<file path="config.mk">
export PLATFORM = sky130hd
export DESIGN_NAME = kernel_log_record_parser
export DESIGN_NICKNAME = d
export VERILOG_FILES = /design/src/rtl/klrp_pkg.sv /design/src/rtl/klrp_front.sv /design/src/rtl/klrp_queue.sv /design/src/rtl/klrp_back.sv /design/src/rtl/kernel_log_record_parser.sv
export SDC_FILE = /design/constraint.sdc
export NUM_CORES = 2
export LEC_CHECK = 0
export BUFFER_PORTS_ARGS = -buffer_cell sky130_fd_sc_hd__buf_4
export CORE_ASPECT_RATIO = 2
export CORE_MARGIN = 2
export CORE_UTILIZATION = 55
export DETAILED_ROUTE_END_ITERATION = 10
export HOLD_SLACK_MARGIN = 0.02
export MAX_ROUTING_LAYER = met4
export PLACE_DENSITY = 0.72
export SYNTH_ARGS = -nofsm -noshare
export SYNTH_HDL_FRONTEND = slang
export SYNTH_HIERARCHICAL = 1
export SYNTH_SLANG_ARGS = --single-unit
</file>
<file path="constraint.sdc">
create_clock -name aclk -period 13.9 [get_ports aclk]
set_clock_uncertainty 0.1 [all_clocks]
set_input_delay 2.78 -clock aclk [delete_from_list [all_inputs] [get_ports aclk]]
set_output_delay 2.78 -clock aclk [all_outputs]
set_load 0.02 [all_outputs]
</file>
<file path="src/rtl/klrp_pkg.sv">
package klrp_pkg;

    // Characters the header parser and the escape decoder look for.
    localparam logic [7:0] CH_NUL    = 8'h00;
    localparam logic [7:0] CH_LF     = 8'h0A;
    localparam logic [7:0] CH_COMMA  = 8'h2C;
    localparam logic [7:0] CH_SEMI   = 8'h3B;
    localparam logic [7:0] CH_BSLASH = 8'h5C;
    localparam logic [7:0] CH_X      = 8'h78;

    localparam int PREFIX_W   = 11;
    localparam logic [PREFIX_W-1:0] PREFIX_MAX = 11'd2047;
    localparam int NUM_W      = 64;

    // Priority and facility reported when the prefix is zero.
    localparam logic [2:0] PRI_DEFAULT = 3'd6;
    localparam logic [7:0] FAC_DEFAULT = 8'd8;

    // Result tdata: text_byte, priority_res, facility, sequence_res, timestamp.
    localparam int FIELDS_W = 8 + 3 + 8 + NUM_W + NUM_W;
    localparam int TDATA_W  = ((FIELDS_W + 7) / 8) * 8;

    // Per-byte result queue between the front and the back.
    localparam int QDEPTH = 4;
    localparam int QPTR_W = $clog2(QDEPTH);
    localparam int QCNT_W = $clog2(QDEPTH + 1);

    // Everything one input byte produces: up to four text bytes, then
    // optionally one end-of-message mark, tagged with the header values.
    typedef struct packed {
        logic [3:0][7:0]      bytes;
        logic [2:0]           nbytes;
        logic                 close;
        logic [PREFIX_W-1:0]  prefix;
        logic [NUM_W-1:0]     seq;
        logic [NUM_W-1:0]     ts;
    } klrp_entry_t;

endpackage

</file>
<file path="src/rtl/klrp_front.sv">
module klrp_front
    import klrp_pkg::*;
#(
    parameter int MAX_RECORD = 8192
) (
    input  logic        aclk,
    input  logic        aresetn,
    input  logic        s_tvalid,
    output logic        s_tready,
    input  logic [7:0]  s_tdata,   // data_byte
    input  logic        s_tlast,   // record_end
    output logic        push_valid,
    input  logic        push_ready,
    output klrp_entry_t push_data
);

    localparam int BC_W = $clog2(MAX_RECORD);

    localparam logic [2:0] PH_PREFIX = 3'd0;
    localparam logic [2:0] PH_SEQ    = 3'd1;
    localparam logic [2:0] PH_TS     = 3'd2;
    localparam logic [2:0] PH_REST   = 3'd3;
    localparam logic [2:0] PH_TEXT   = 3'd4;
    localparam logic [2:0] PH_SKIP   = 3'd5;

    logic [2:0]          phase_reg, phase_next;
    logic [PREFIX_W-1:0] prefix_reg, prefix_next;
    logic [NUM_W-1:0]    seq_reg, seq_next;
    logic [NUM_W-1:0]    ts_reg, ts_next;
    logic [7:0]          digit_reg, digit_next;
    logic [1:0]          held_reg, held_next;
    logic                open_reg, open_next;
    logic [BC_W-1:0]     count_reg, count_next;
    logic                started_reg, started_next;
    logic                stopped_reg, stopped_next;
    logic                seen_reg, seen_next;

    logic [3:0][7:0]     out_bytes;
    logic [2:0]          out_cnt;
    logic                out_close;
    logic                accept;
    logic [7:0]          b;
    logic [14:0]         prefix_ext;
    logic [14:0]         prefix_mul;
    logic                cont1, cont2, cont3, brk;
    logic [7:0]          decoded;

    function automatic logic is_hex(input logic [7:0] c);
        return (c >= 8'h30 && c <= 8'h39) || (c >= 8'h61 && c <= 8'h66) ||
               (c >= 8'h41 && c <= 8'h46);
    endfunction

    function automatic logic [3:0] hex_val(input logic [7:0] c);
        logic [7:0] v;
        if (c <= 8'h39) begin
            v = c - 8'h30;
        end else if (c >= 8'h61) begin
            v = c - 8'h57;
        end else begin
            v = c - 8'h37;
        end
        return v[3:0];
    endfunction

    // acc * 10 + d, saturating at all ones.
    function automatic logic [NUM_W-1:0] sat_dec(input logic [NUM_W-1:0] acc,
                                                 input logic [3:0] d);
        logic [NUM_W+3:0] wide;
        wide = ({4'd0, acc} << 3) + ({4'd0, acc} << 1) + {{NUM_W{1'b0}}, d};
        if (|wide[NUM_W+3:NUM_W]) begin
            return {NUM_W{1'b1}};
        end
        return wide[NUM_W-1:0];
    endfunction

    assign s_tready   = push_ready;
    assign accept     = s_tvalid && push_ready;
    assign b          = s_tdata;
    assign prefix_ext = {4'd0, prefix_reg};
    assign prefix_mul = (prefix_ext << 3) + (prefix_ext << 1) + {11'd0, b[3:0]};

    assign cont1   = (held_reg == 2'd1) && (b == CH_X);
    assign cont2   = (held_reg == 2'd2) && is_hex(b);
    assign cont3   = (held_reg == 2'd3) && is_hex(b);
    assign brk     = (b == CH_LF) || (b == CH_NUL);
    assign decoded = {hex_val(digit_reg), hex_val(b)};

    always_comb begin
        phase_next   = phase_reg;
        prefix_next  = prefix_reg;
        seq_next     = seq_reg;
        ts_next      = ts_reg;
        digit_next   = digit_reg;
        held_next    = held_reg;
        open_next    = open_reg;
        count_next   = count_reg;
        started_next = started_reg;
        stopped_next = stopped_reg;
        seen_next    = seen_reg;
        out_bytes    = '0;
        out_cnt      = 3'd0;
        out_close    = 1'b0;

        if (count_reg < BC_W'(MAX_RECORD - 1)) begin
            count_next = count_reg + 1'b1;
            if (phase_reg < PH_TEXT) begin
                if (b == CH_NUL) begin
                    phase_next = PH_SKIP;
                end else if (b == CH_SEMI) begin
                    if (seen_reg) begin
                        phase_next = PH_TEXT;
                    end
                end else begin
                    seen_next = 1'b1;
                    if (b == CH_COMMA) begin
                        if (phase_reg < PH_REST && started_reg) begin
                            phase_next   = phase_reg + 3'd1;
                            started_next = 1'b0;
                            stopped_next = 1'b0;
                        end
                    end else if (phase_reg < PH_REST) begin
                        started_next = 1'b1;
                        if (b >= 8'h30 && b <= 8'h39 && !stopped_reg) begin
                            case (phase_reg)
                                PH_PREFIX: begin
                                    prefix_next = (prefix_mul > 15'(PREFIX_MAX)) ?
                                                  PREFIX_MAX : prefix_mul[PREFIX_W-1:0];
                                end
                                PH_SEQ: begin
                                    seq_next = sat_dec(seq_reg, b[3:0]);
                                end
                                default: begin
                                    ts_next = sat_dec(ts_reg, b[3:0]);
                                end
                            endcase
                        end else begin
                            stopped_next = 1'b1;
                        end
                    end
                end
            end else if (phase_reg == PH_TEXT) begin
                // A broken escape first goes out literally.
                if (brk || (held_reg != 2'd0 && !cont1 && !cont2 && !cont3)) begin
                    if (held_reg >= 2'd1) begin
                        out_bytes[out_cnt[1:0]] = CH_BSLASH;
                        out_cnt = out_cnt + 3'd1;
                    end
                    if (held_reg >= 2'd2) begin
                        out_bytes[out_cnt[1:0]] = CH_X;
                        out_cnt = out_cnt + 3'd1;
                    end
                    if (held_reg == 2'd3) begin
                        out_bytes[out_cnt[1:0]] = digit_reg;
                        out_cnt = out_cnt + 3'd1;
                    end
                    if (held_reg != 2'd0) begin
                        open_next = 1'b1;
                    end
                    held_next = 2'd0;
                end
                if (brk) begin
                    if (open_next) begin
                        out_close = 1'b1;
                        open_next = 1'b0;
                    end
                    phase_next = PH_SKIP;
                end else if (cont1) begin
                    held_next = 2'd2;
                end else if (cont2) begin
                    digit_next = b;
                    held_next  = 2'd3;
                end else if (cont3) begin
                    held_next = 2'd0;
                    if (decoded == CH_NUL || decoded == CH_LF) begin
                        if (open_next) begin
                            out_close = 1'b1;
                            open_next = 1'b0;
                        end
                        if (decoded == CH_NUL) begin
                            phase_next = PH_SKIP;
                        end
                    end else begin
                        out_bytes[out_cnt[1:0]] = decoded;
                        out_cnt   = out_cnt + 3'd1;
                        open_next = 1'b1;
                    end
                end else if (b == CH_BSLASH) begin
                    held_next = 2'd1;
                end else begin
                    out_bytes[out_cnt[1:0]] = b;
                    out_cnt   = out_cnt + 3'd1;
                    open_next = 1'b1;
                end
            end
        end

        if (s_tlast) begin
            if (phase_next == PH_TEXT) begin
                if (held_next >= 2'd1) begin
                    out_bytes[out_cnt[1:0]] = CH_BSLASH;
                    out_cnt = out_cnt + 3'd1;
                end
                if (held_next >= 2'd2) begin
                    out_bytes[out_cnt[1:0]] = CH_X;
                    out_cnt = out_cnt + 3'd1;
                end
                if (held_next == 2'd3) begin
                    out_bytes[out_cnt[1:0]] = digit_next;
                    out_cnt = out_cnt + 3'd1;
                end
                if (open_next || held_next != 2'd0) begin
                    out_close = 1'b1;
                end
            end
            phase_next   = PH_PREFIX;
            prefix_next  = '0;
            seq_next     = '0;
            ts_next      = '0;
            held_next    = 2'd0;
            open_next    = 1'b0;
            count_next   = '0;
            started_next = 1'b0;
            stopped_next = 1'b0;
            seen_next    = 1'b0;
        end
    end

    // Header values do not change while text is being decoded, so the
    // current accumulators are the ones every result of this byte carries.
    assign push_valid       = s_tvalid && (out_cnt != 3'd0 || out_close);
    assign push_data.bytes  = out_bytes;
    assign push_data.nbytes = out_cnt;
    assign push_data.close  = out_close;
    assign push_data.prefix = prefix_reg;
    assign push_data.seq    = seq_reg;
    assign push_data.ts     = ts_reg;

    always_ff @(posedge aclk) begin
        if (!aresetn) begin
            phase_reg   <= PH_PREFIX;
            prefix_reg  <= '0;
            seq_reg     <= '0;
            ts_reg      <= '0;
            held_reg    <= 2'd0;
            open_reg    <= 1'b0;
            count_reg   <= '0;
            started_reg <= 1'b0;
            stopped_reg <= 1'b0;
            seen_reg    <= 1'b0;
        end else if (accept) begin
            phase_reg   <= phase_next;
            prefix_reg  <= prefix_next;
            seq_reg     <= seq_next;
            ts_reg      <= ts_next;
            held_reg    <= held_next;
            open_reg    <= open_next;
            count_reg   <= count_next;
            started_reg <= started_next;
            stopped_reg <= stopped_next;
            seen_reg    <= seen_next;
        end
    end

    always_ff @(posedge aclk) begin
        if (accept) begin
            digit_reg <= digit_next;
        end
    end

endmodule

</file>
<file path="src/rtl/klrp_queue.sv">
module klrp_queue
    import klrp_pkg::*;
(
    input  logic        aclk,
    input  logic        aresetn,
    input  logic        push_valid,
    output logic        push_ready,
    input  klrp_entry_t push_data,
    output logic        pop_valid,
    input  logic        pop_ready,
    output klrp_entry_t pop_data
);

    klrp_entry_t       mem_reg [QDEPTH];
    logic [QPTR_W-1:0] wr_ptr_reg, wr_ptr_next;
    logic [QPTR_W-1:0] rd_ptr_reg, rd_ptr_next;
    logic [QCNT_W-1:0] count_reg, count_next;
    logic              do_push, do_pop;

    assign push_ready = (count_reg != QCNT_W'(QDEPTH));
    assign pop_valid  = (count_reg != '0);
    assign pop_data   = mem_reg[rd_ptr_reg];
    assign do_push    = push_valid && push_ready;
    assign do_pop     = pop_valid && pop_ready;

    always_comb begin
        wr_ptr_next = do_push ? wr_ptr_reg + 1'b1 : wr_ptr_reg;
        rd_ptr_next = do_pop ? rd_ptr_reg + 1'b1 : rd_ptr_reg;
        count_next  = count_reg;
        if (do_push && !do_pop) begin
            count_next = count_reg + 1'b1;
        end else if (do_pop && !do_push) begin
            count_next = count_reg - 1'b1;
        end
    end

    always_ff @(posedge aclk) begin
        if (!aresetn) begin
            wr_ptr_reg <= '0;
            rd_ptr_reg <= '0;
            count_reg  <= '0;
        end else begin
            wr_ptr_reg <= wr_ptr_next;
            rd_ptr_reg <= rd_ptr_next;
            count_reg  <= count_next;
        end
    end

    always_ff @(posedge aclk) begin
        if (do_push) begin
            mem_reg[wr_ptr_reg] <= push_data;
        end
    end

endmodule

</file>
<file path="src/rtl/klrp_back.sv">
module klrp_back
    import klrp_pkg::*;
(
    input  logic               aclk,
    input  logic               aresetn,
    input  logic               pop_valid,
    output logic               pop_ready,
    input  klrp_entry_t        pop_data,
    output logic               m_tvalid,
    input  logic               m_tready,
    output logic [TDATA_W-1:0] m_tdata,
    output logic               m_tuser,
    output logic               m_tlast
);

    logic [2:0]         idx_reg, idx_next;
    logic               valid_reg;
    logic [TDATA_W-1:0] data_reg;
    logic               user_reg, last_reg;

    logic               load;
    logic [2:0]         total;
    logic               is_mark;
    logic               is_final;
    logic [7:0]         text_c;
    logic [2:0]         pri_c;
    logic [7:0]         fac_c;

    assign load     = pop_valid && (!valid_reg || m_tready);
    assign total    = pop_data.nbytes + {2'd0, pop_data.close};
    assign is_mark  = (idx_reg == pop_data.nbytes);
    assign is_final = (idx_reg == total - 3'd1);
    assign text_c   = is_mark ? 8'd0 : pop_data.bytes[idx_reg[1:0]];
    assign pri_c    = (pop_data.prefix != '0) ? pop_data.prefix[2:0] : PRI_DEFAULT;
    assign fac_c    = (pop_data.prefix != '0) ? pop_data.prefix[10:3] : FAC_DEFAULT;

    assign pop_ready = load && is_final;
    assign idx_next  = is_final ? 3'd0 : idx_reg + 3'd1;

    always_ff @(posedge aclk) begin
        if (!aresetn) begin
            valid_reg <= 1'b0;
            idx_reg   <= 3'd0;
        end else begin
            if (load) begin
                valid_reg <= 1'b1;
                idx_reg   <= idx_next;
            end else if (m_tready) begin
                valid_reg <= 1'b0;
            end
        end
    end

    always_ff @(posedge aclk) begin
        if (load) begin
            data_reg <= {{(TDATA_W - FIELDS_W){1'b0}}, pop_data.ts, pop_data.seq,
                         fac_c, pri_c, text_c};
            user_reg <= is_mark;
            last_reg <= is_final;
        end
    end

    assign m_tvalid = valid_reg;
    assign m_tdata  = data_reg;
    assign m_tuser  = user_reg;
    assign m_tlast  = last_reg;

endmodule

</file>
<file path="src/rtl/kernel_log_record_parser.sv">
// Kernel log record parser.
//
// The input stream carries one raw record byte per transaction in s_tdata,
// with s_tlast on the final byte of each record. The front parses the
// comma-separated header up to ';' and decodes backslash-x hex escapes in
// the message text; the back sends one result per transaction on the
// output stream. m_tuser is 0 for a message text byte and 1 for the mark
// that ends one message. m_tlast flags the final result caused by one
// input byte. Every result carries priority, facility, sequence number and
// timestamp from the record's header.
//
// A byte's results enter the queue when it is taken, then the back's
// output register. A byte gives 0 to 5 results and the back sends each
// as its own transaction; bytes giving one result or none flow at one
// per cycle while the queue has room. A four-entry queue between front
// and back absorbs bursts; s_tready drops only when it is full. When
// m_tready is low, the output holds its transaction and the queue fills.
// Reset clears the header state, the queue and the output valid.
module kernel_log_record_parser
    import klrp_pkg::*;
#(
    parameter int MAX_RECORD = 8192
) (
    input  logic               aclk,
    input  logic               aresetn,
    input  logic               s_tvalid,
    output logic               s_tready,
    input  logic [7:0]         s_tdata,   // data_byte
    input  logic               s_tlast,   // record_end
    output logic               m_tvalid,
    input  logic               m_tready,
    // text_byte, priority_res, facility, sequence_res, timestamp, zero fill
    output logic [TDATA_W-1:0] m_tdata,
    output logic               m_tuser,   // kind
    output logic               m_tlast    // last
);

    logic        push_valid, push_ready;
    klrp_entry_t push_data;
    logic        pop_valid, pop_ready;
    klrp_entry_t pop_data;

    klrp_front #(
        .MAX_RECORD (MAX_RECORD)
    ) u_front (
        .aclk       (aclk),
        .aresetn    (aresetn),
        .s_tvalid   (s_tvalid),
        .s_tready   (s_tready),
        .s_tdata    (s_tdata),
        .s_tlast    (s_tlast),
        .push_valid (push_valid),
        .push_ready (push_ready),
        .push_data  (push_data)
    );

    klrp_queue u_queue (
        .aclk       (aclk),
        .aresetn    (aresetn),
        .push_valid (push_valid),
        .push_ready (push_ready),
        .push_data  (push_data),
        .pop_valid  (pop_valid),
        .pop_ready  (pop_ready),
        .pop_data   (pop_data)
    );

    klrp_back u_back (
        .aclk      (aclk),
        .aresetn   (aresetn),
        .pop_valid (pop_valid),
        .pop_ready (pop_ready),
        .pop_data  (pop_data),
        .m_tvalid  (m_tvalid),
        .m_tready  (m_tready),
        .m_tdata   (m_tdata),
        .m_tuser   (m_tuser),
        .m_tlast   (m_tlast)
    );

endmodule

</file>
-- Yosys cells after proc, flatten, opt, wreduce, memory -nomap -nowiden
Memories as Yosys holds them, arrays and structs flattened. A register that Yosys moved wholly into a read port is not among the register bits.
Cells that the tools add are included.
- flip-flop bits (word level): 329
- bits in writable memories: 700
- bits of input ports: 13
- output and inout bits: 156
- word-level logic and storage cells: 404
- memories kept: 1
- add/sub/neg operators: 27
- magnitude comparators: 29
- eq/ne operators: 22
- mux-type cells: 228
- bitwise operators: 9
- reductions and logical operators: 67
- memories (memory ; depth ; width ; rd ports ; clocked after Yosys merged registers in ; write ports ; line ; text):
    u_queue.mem_reg ; 4 ; 175 ; 1 ; 1 ; 1 ; klrp_queue.sv:14 ; klrp_entry_t mem_reg [QDEPTH];
- operators with widths (operator ; number):
    two-way mux 64 bit ; 22
    two-way mux 32 bit ; 28
    two-way mux 3 bit ; 50
    adder 67 x 65 -> 68 bit ; 2
    adder 68 x 4 -> 68 bit ; 2
    two-way mux 8 bit ; 17
    bitwise mux 32 bit ; 4
    two-way mux 11 bit ; 10
    demux 8 bit (select 2 bit) ; 6
    two-way mux 1 bit ; 71
    NOT 16 bit ; 3
    AND 16 bit ; 2
    OR 16 bit ; 2
    adder 3 x 1 -> 3 bit, second input constant ; 9
    AND reduction 9 bit ; 3
    two-way mux 13 bit ; 2
    logical AND 1 bit ; 25
    greater-or-equal comparator 8 x 7 -> 1 bit, second input constant ; 3
    two-way mux 2 bit ; 12
    less-than comparator 2 x 3 -> 1 bit, second input constant ; 7
    nonzero test 2 bit ; 10
    AND 4 x 16 -> 16 bit ; 1
    binary-select mux 8 bit (select 2 bit) ; 1
    equality test 8 x 4 -> 1 bit, second input constant ; 2
    other kinds (43) ; 88

-- Logic depth before layout (Yosys ltp)
- depth in word-level cells: 54
- depth in mapped cells: 31
- depth with buffers taken out: 30

-- Cells and area by module
The synthesis kept the hierarchy.
- modules (own cells, without submodules) (module ; times used ; cells each ; area an instance (um^2) ; seq. area each (um^2)):
    klrp_queue ; 1 ; 962 ; 25748.4 ; 21200.3
    klrp_front ; 1 ; 2535 ; 19198.4 ; 3463.3
    klrp_back ; 1 ; 223 ; 5154.9 ; 4554.4

-- Worst setup path after synthesis
No wires, ideal clock.
- path kind: input port to flip-flop
- start point: in s_tdata[0]
- end point: mem u_queue/mem_reg[0][0] (netlist bit) (enable)
- setup time: 0.556 ns
- data arrival time: 11.297 ns
- data required time: 13.244 ns
- path slack: 1.947 ns
- stages on the path: 24
- path buffers: 1
- cells stage by stage: clkbuf_1 inv_1 ha_1 o41ai_1 o22a_1 nand2b_1 and3_1 ha_1 nor3_1 a21oi_1 a32o_1 inv_1 ha_1 mux2i_1 ha_1 a21oi_1 ha_1 nand2_1 o211ai_1 a21oi_1 a21oi_1 o41a_1 a21boi_2 and2_1
- RTL lines (what ; line ; text):
    from (decl) ; kernel_log_record_parser.sv:28 ; input logic [7:0] s_tdata,
    to (decl) ; klrp_queue.sv:14 ;

==> flow_summary.yaml <==
worst_setup_path:
  cp.arrival_ns: 10.33
  cp.depth: 27
  endpoint: "u_queue/mem_reg[0][89]"
  cp_common_cell: "ha_1"
  crit_family: "compound AO/OA/AOI/OAI gates"
  cpPeakStageDelay_ns: 0.78
  r2r-start: "u_front/digit_reg[0]"
  r2r_cells: 24
  endpoint_kind: "register"
  r2r-end: "u_queue/mem_reg[0][89]"
  crit_fanout: 49
  cp-start-kind: "primary input"
  cp-startpoint: "s_tdata[1]"
  crit_buf_inv: 5
  critical_path_class: "primary input to register"
  critPathRequiredTime_ns: 14.11
  cpMaxStageDelayCell: "and2_4"
  reg2reg_setup_slack_ns: 5.78
die:
  initial_core_util_pct: 55.4
  num_io_pins: 169
  row_count: 156
  die_h_um: 431
  die_area_sq_um: 93700
  dieWidth_um: 217
  core_area_sq_um: 90400
final_layout:
  layout-area-overhead-vs-synth_pct: 10.4
  final_cell_area_sq_um: 55300
  final_core_util_pct: 61.2
  final_common_cell: "edfxtp_1"
  nets: 4166
  seqCellArea_sq_um: 29200
  final_layout_size_suffix_gt1_share_pct: 14.9
  fill_cells: 7055
  multi_input_area_sq_um: 19700
  final_cell_mix: "857 x edfxtp_1, 319 x a21oi_1, 311 x ha_1"
  largest_register_ffs: 700
status:
  status: "finished, final reports clean"
grt:
  grt_max_degree: 86
  antenna_found_initial: 1
  grt.total_usage_pct: 28.5
  grt.overflow.total: 0
  grt_pass1_wl_um: 195000
  grt_pass1_vias: 33400
synthesis:
  synth-edff-count: 857
  synth_flop_cell: "edfxtp_1"
  synth.distinct_cells: 104
  synth_area_sq_um: 50100
  seq_area_frac_synth_pct: 58.3
  synth_seq_cells: 1031
  yosys_warnings: 6
  postSynth.asyncResetShare_pct: 0
  syn_inst: 3720
  avgSynthCellArea_sq_um: 13.5
drt:
  viasPerCell: 6.32
  drt_iter0_markers: 2173
  ant_nets: 0
  routed_wl_um: 128000
  avgRoutedWirePerCell_um: 25.2
  route.detailed.drc: 0
  dr.pass1.iters: 7
  vias: 32200
power_and_ir_drop:
  p_leak_nw: 20.4
  p_per_area_nw_per_um2: 108
  ir_drop_mv: 0.147
hold_path:
  hold_class: "register to register"
sta:
  post-route-min-period_ns: 10.12
  maxClockFrequency_ghz: 0.0988
  tns_ns: 0
  rsz0062_at_grt: "false"
  drv_slew: 0
  period_share_pct: 72.8
  setup_slack_ns: 3.78
  hold_violations: 0
  worstMarginPinSlew_ns: 1.17
  relSlewSlack_pct: 21.8
  finalSetupViolations: 0
cts:
  hold_buffers: 0
  post_cts.repair.setup_buffers: 0
  clk_pin_slew_ns: 0.07
  root_buffer: "clkbuf_16"
  clock_path_buffers: 3
  cts_tree: "yes"
  cts_buffers: 87
  insertion_delay_ns: 0.69
  ctsResizeCount: 0
  htreeDepth: 3
  cts.sink_count: 1031
placed_design:
  port_buffers: 163
  place_hpwl_um: 88800
  post-place-ws_ns: 3.18
  placed_cell_area_sq_um: 52300
  routabilityCongestion: 1.01
flow_run:
  drv_cap: 0
## worst min-delay path: cells and delay by family, from the launching register on
kind	cells	cell delay [ns]
flip-flops	1	0.33
AND/OR/NAND/NOR	1	0.07
AO/OA/AOI/OAI	1	0.05
## per-stage QoR
stage | cells | power, mW | hold slack (ns)
after floorplan | 3724 | 3.44 | 0.336
after global placement | 4931 | 3.48 | 0.360
after detailed placement | 4931 | 3.48 | 0.354
after CTS | 5094 | 6.04 | 0.375
after global routing | 5095 | 6.16 | 0.415
final | 5095 | 5.99 | 0.383
## area by class of cell
cell class / instances / area share (%)
Multi-Input combinational cell: 2430 / 35.6
Inverter: 81 / 0.559
Tap cell: 1185 / 2.68
Sequential cell: 1031 / 52.8
Antenna cell: 1 / 0.00452
Clock buffer: 109 / 4.21
Timing Repair Buffer: 204 / 2.86
Clock inverter: 54 / 1.24
## cells by family after synthesis
group	Yosys count	share of synthesized area (%)
flops	1031	58.3
xor+xnor	143	2.53
simple gates	792	7.61
mux	199	8.55
other cells	1	0.00748
fa+ha+maj	318	8.05
buf+inv	263	2.45
compound gates	973	12.5
## routing by layer
metal / vias up / part of all wire [%] / GRT usage (%) / wire length, um
met2: 918 / 55 / 52.4 / 70500
met5: - / 0 / - / 0
li1: 14700 / - / - / -
met1: 16100 / 35 / 29.0 / 45300
met4: 0 / 5.7 / 14.9 / 7330
met3: 416 / 3.9 / 3.94 / 4960
## synth_stat cells, types with 13 or more instances
cell type / count / area share (%)
a21oi_1: 319 / 3.2
o21bai_1: 31 / 0.46
nor4_1: 13 / 0.16
xor2_1: 63 / 1.1
and3_1: 29 / 0.36
o31ai_1: 19 / 0.28
mux4_2: 183 / 8.2
buf_6: 22 / 0.49
a21o_1: 86 / 1.3
nand2_1: 255 / 1.9
and2_1: 58 / 0.72
dfxtp_1: 174 / 7.0
nand4_1: 35 / 0.44
a32oi_1: 16 / 0.28
o21ai_0: 189 / 1.9
mux2i_1: 16 / 0.32
buf_2: 23 / 0.23
nor2b_1: 24 / 0.30
ha_1: 311 / 7.8
clkbuf_1: 124 / 0.93
a31oi_1: 25 / 0.31
nor2_1: 206 / 1.5
o21a_1: 24 / 0.36
a22oi_1: 42 / 0.63
nor3_1: 44 / 0.44
a211oi_1: 47 / 0.70
edfxtp_1: 857 / 51
nand3_1: 41 / 0.41
a311oi_1: 17 / 0.30
inv_1: 80 / 0.60
xnor2_1: 79 / 1.4
nand2b_1: 23 / 0.29
o211ai_1: 31 / 0.46
## worst min path at each step
| stage | cells past startpoint | end | slack (ns) | from |
|---|---|---|---|---|
| 2_1_floorplan | 2 | u_front/seen_reg | 0.34 | u_front/seen_reg |
| 5_1_grt | 1 | u_front/open_reg | 0.41 | u_front/open_reg |
| 3_3_place_gp | 2 | u_front/seen_reg | 0.36 | u_front/seen_reg |
| 6_report | 2 | u_front/seen_reg | 0.38 | u_front/seen_reg |
| 3_5_place_dp | 2 | u_front/seen_reg | 0.35 | u_front/seen_reg |
| 4_1_cts | 2 | u_front/seen_reg | 0.38 | u_front/seen_reg |
## power breakdown
group	switching [mW]	total (mW)	internal (mW)	leakage [nW]
combinational	0.0761	0.105	0.0293	9.60
clock	1.12	2.57	1.45	1.47
sequential	0.00803	3.31	3.30	9.29
total	1.21	5.99	4.78	20.4
Power figures use the tool's default switching activity.
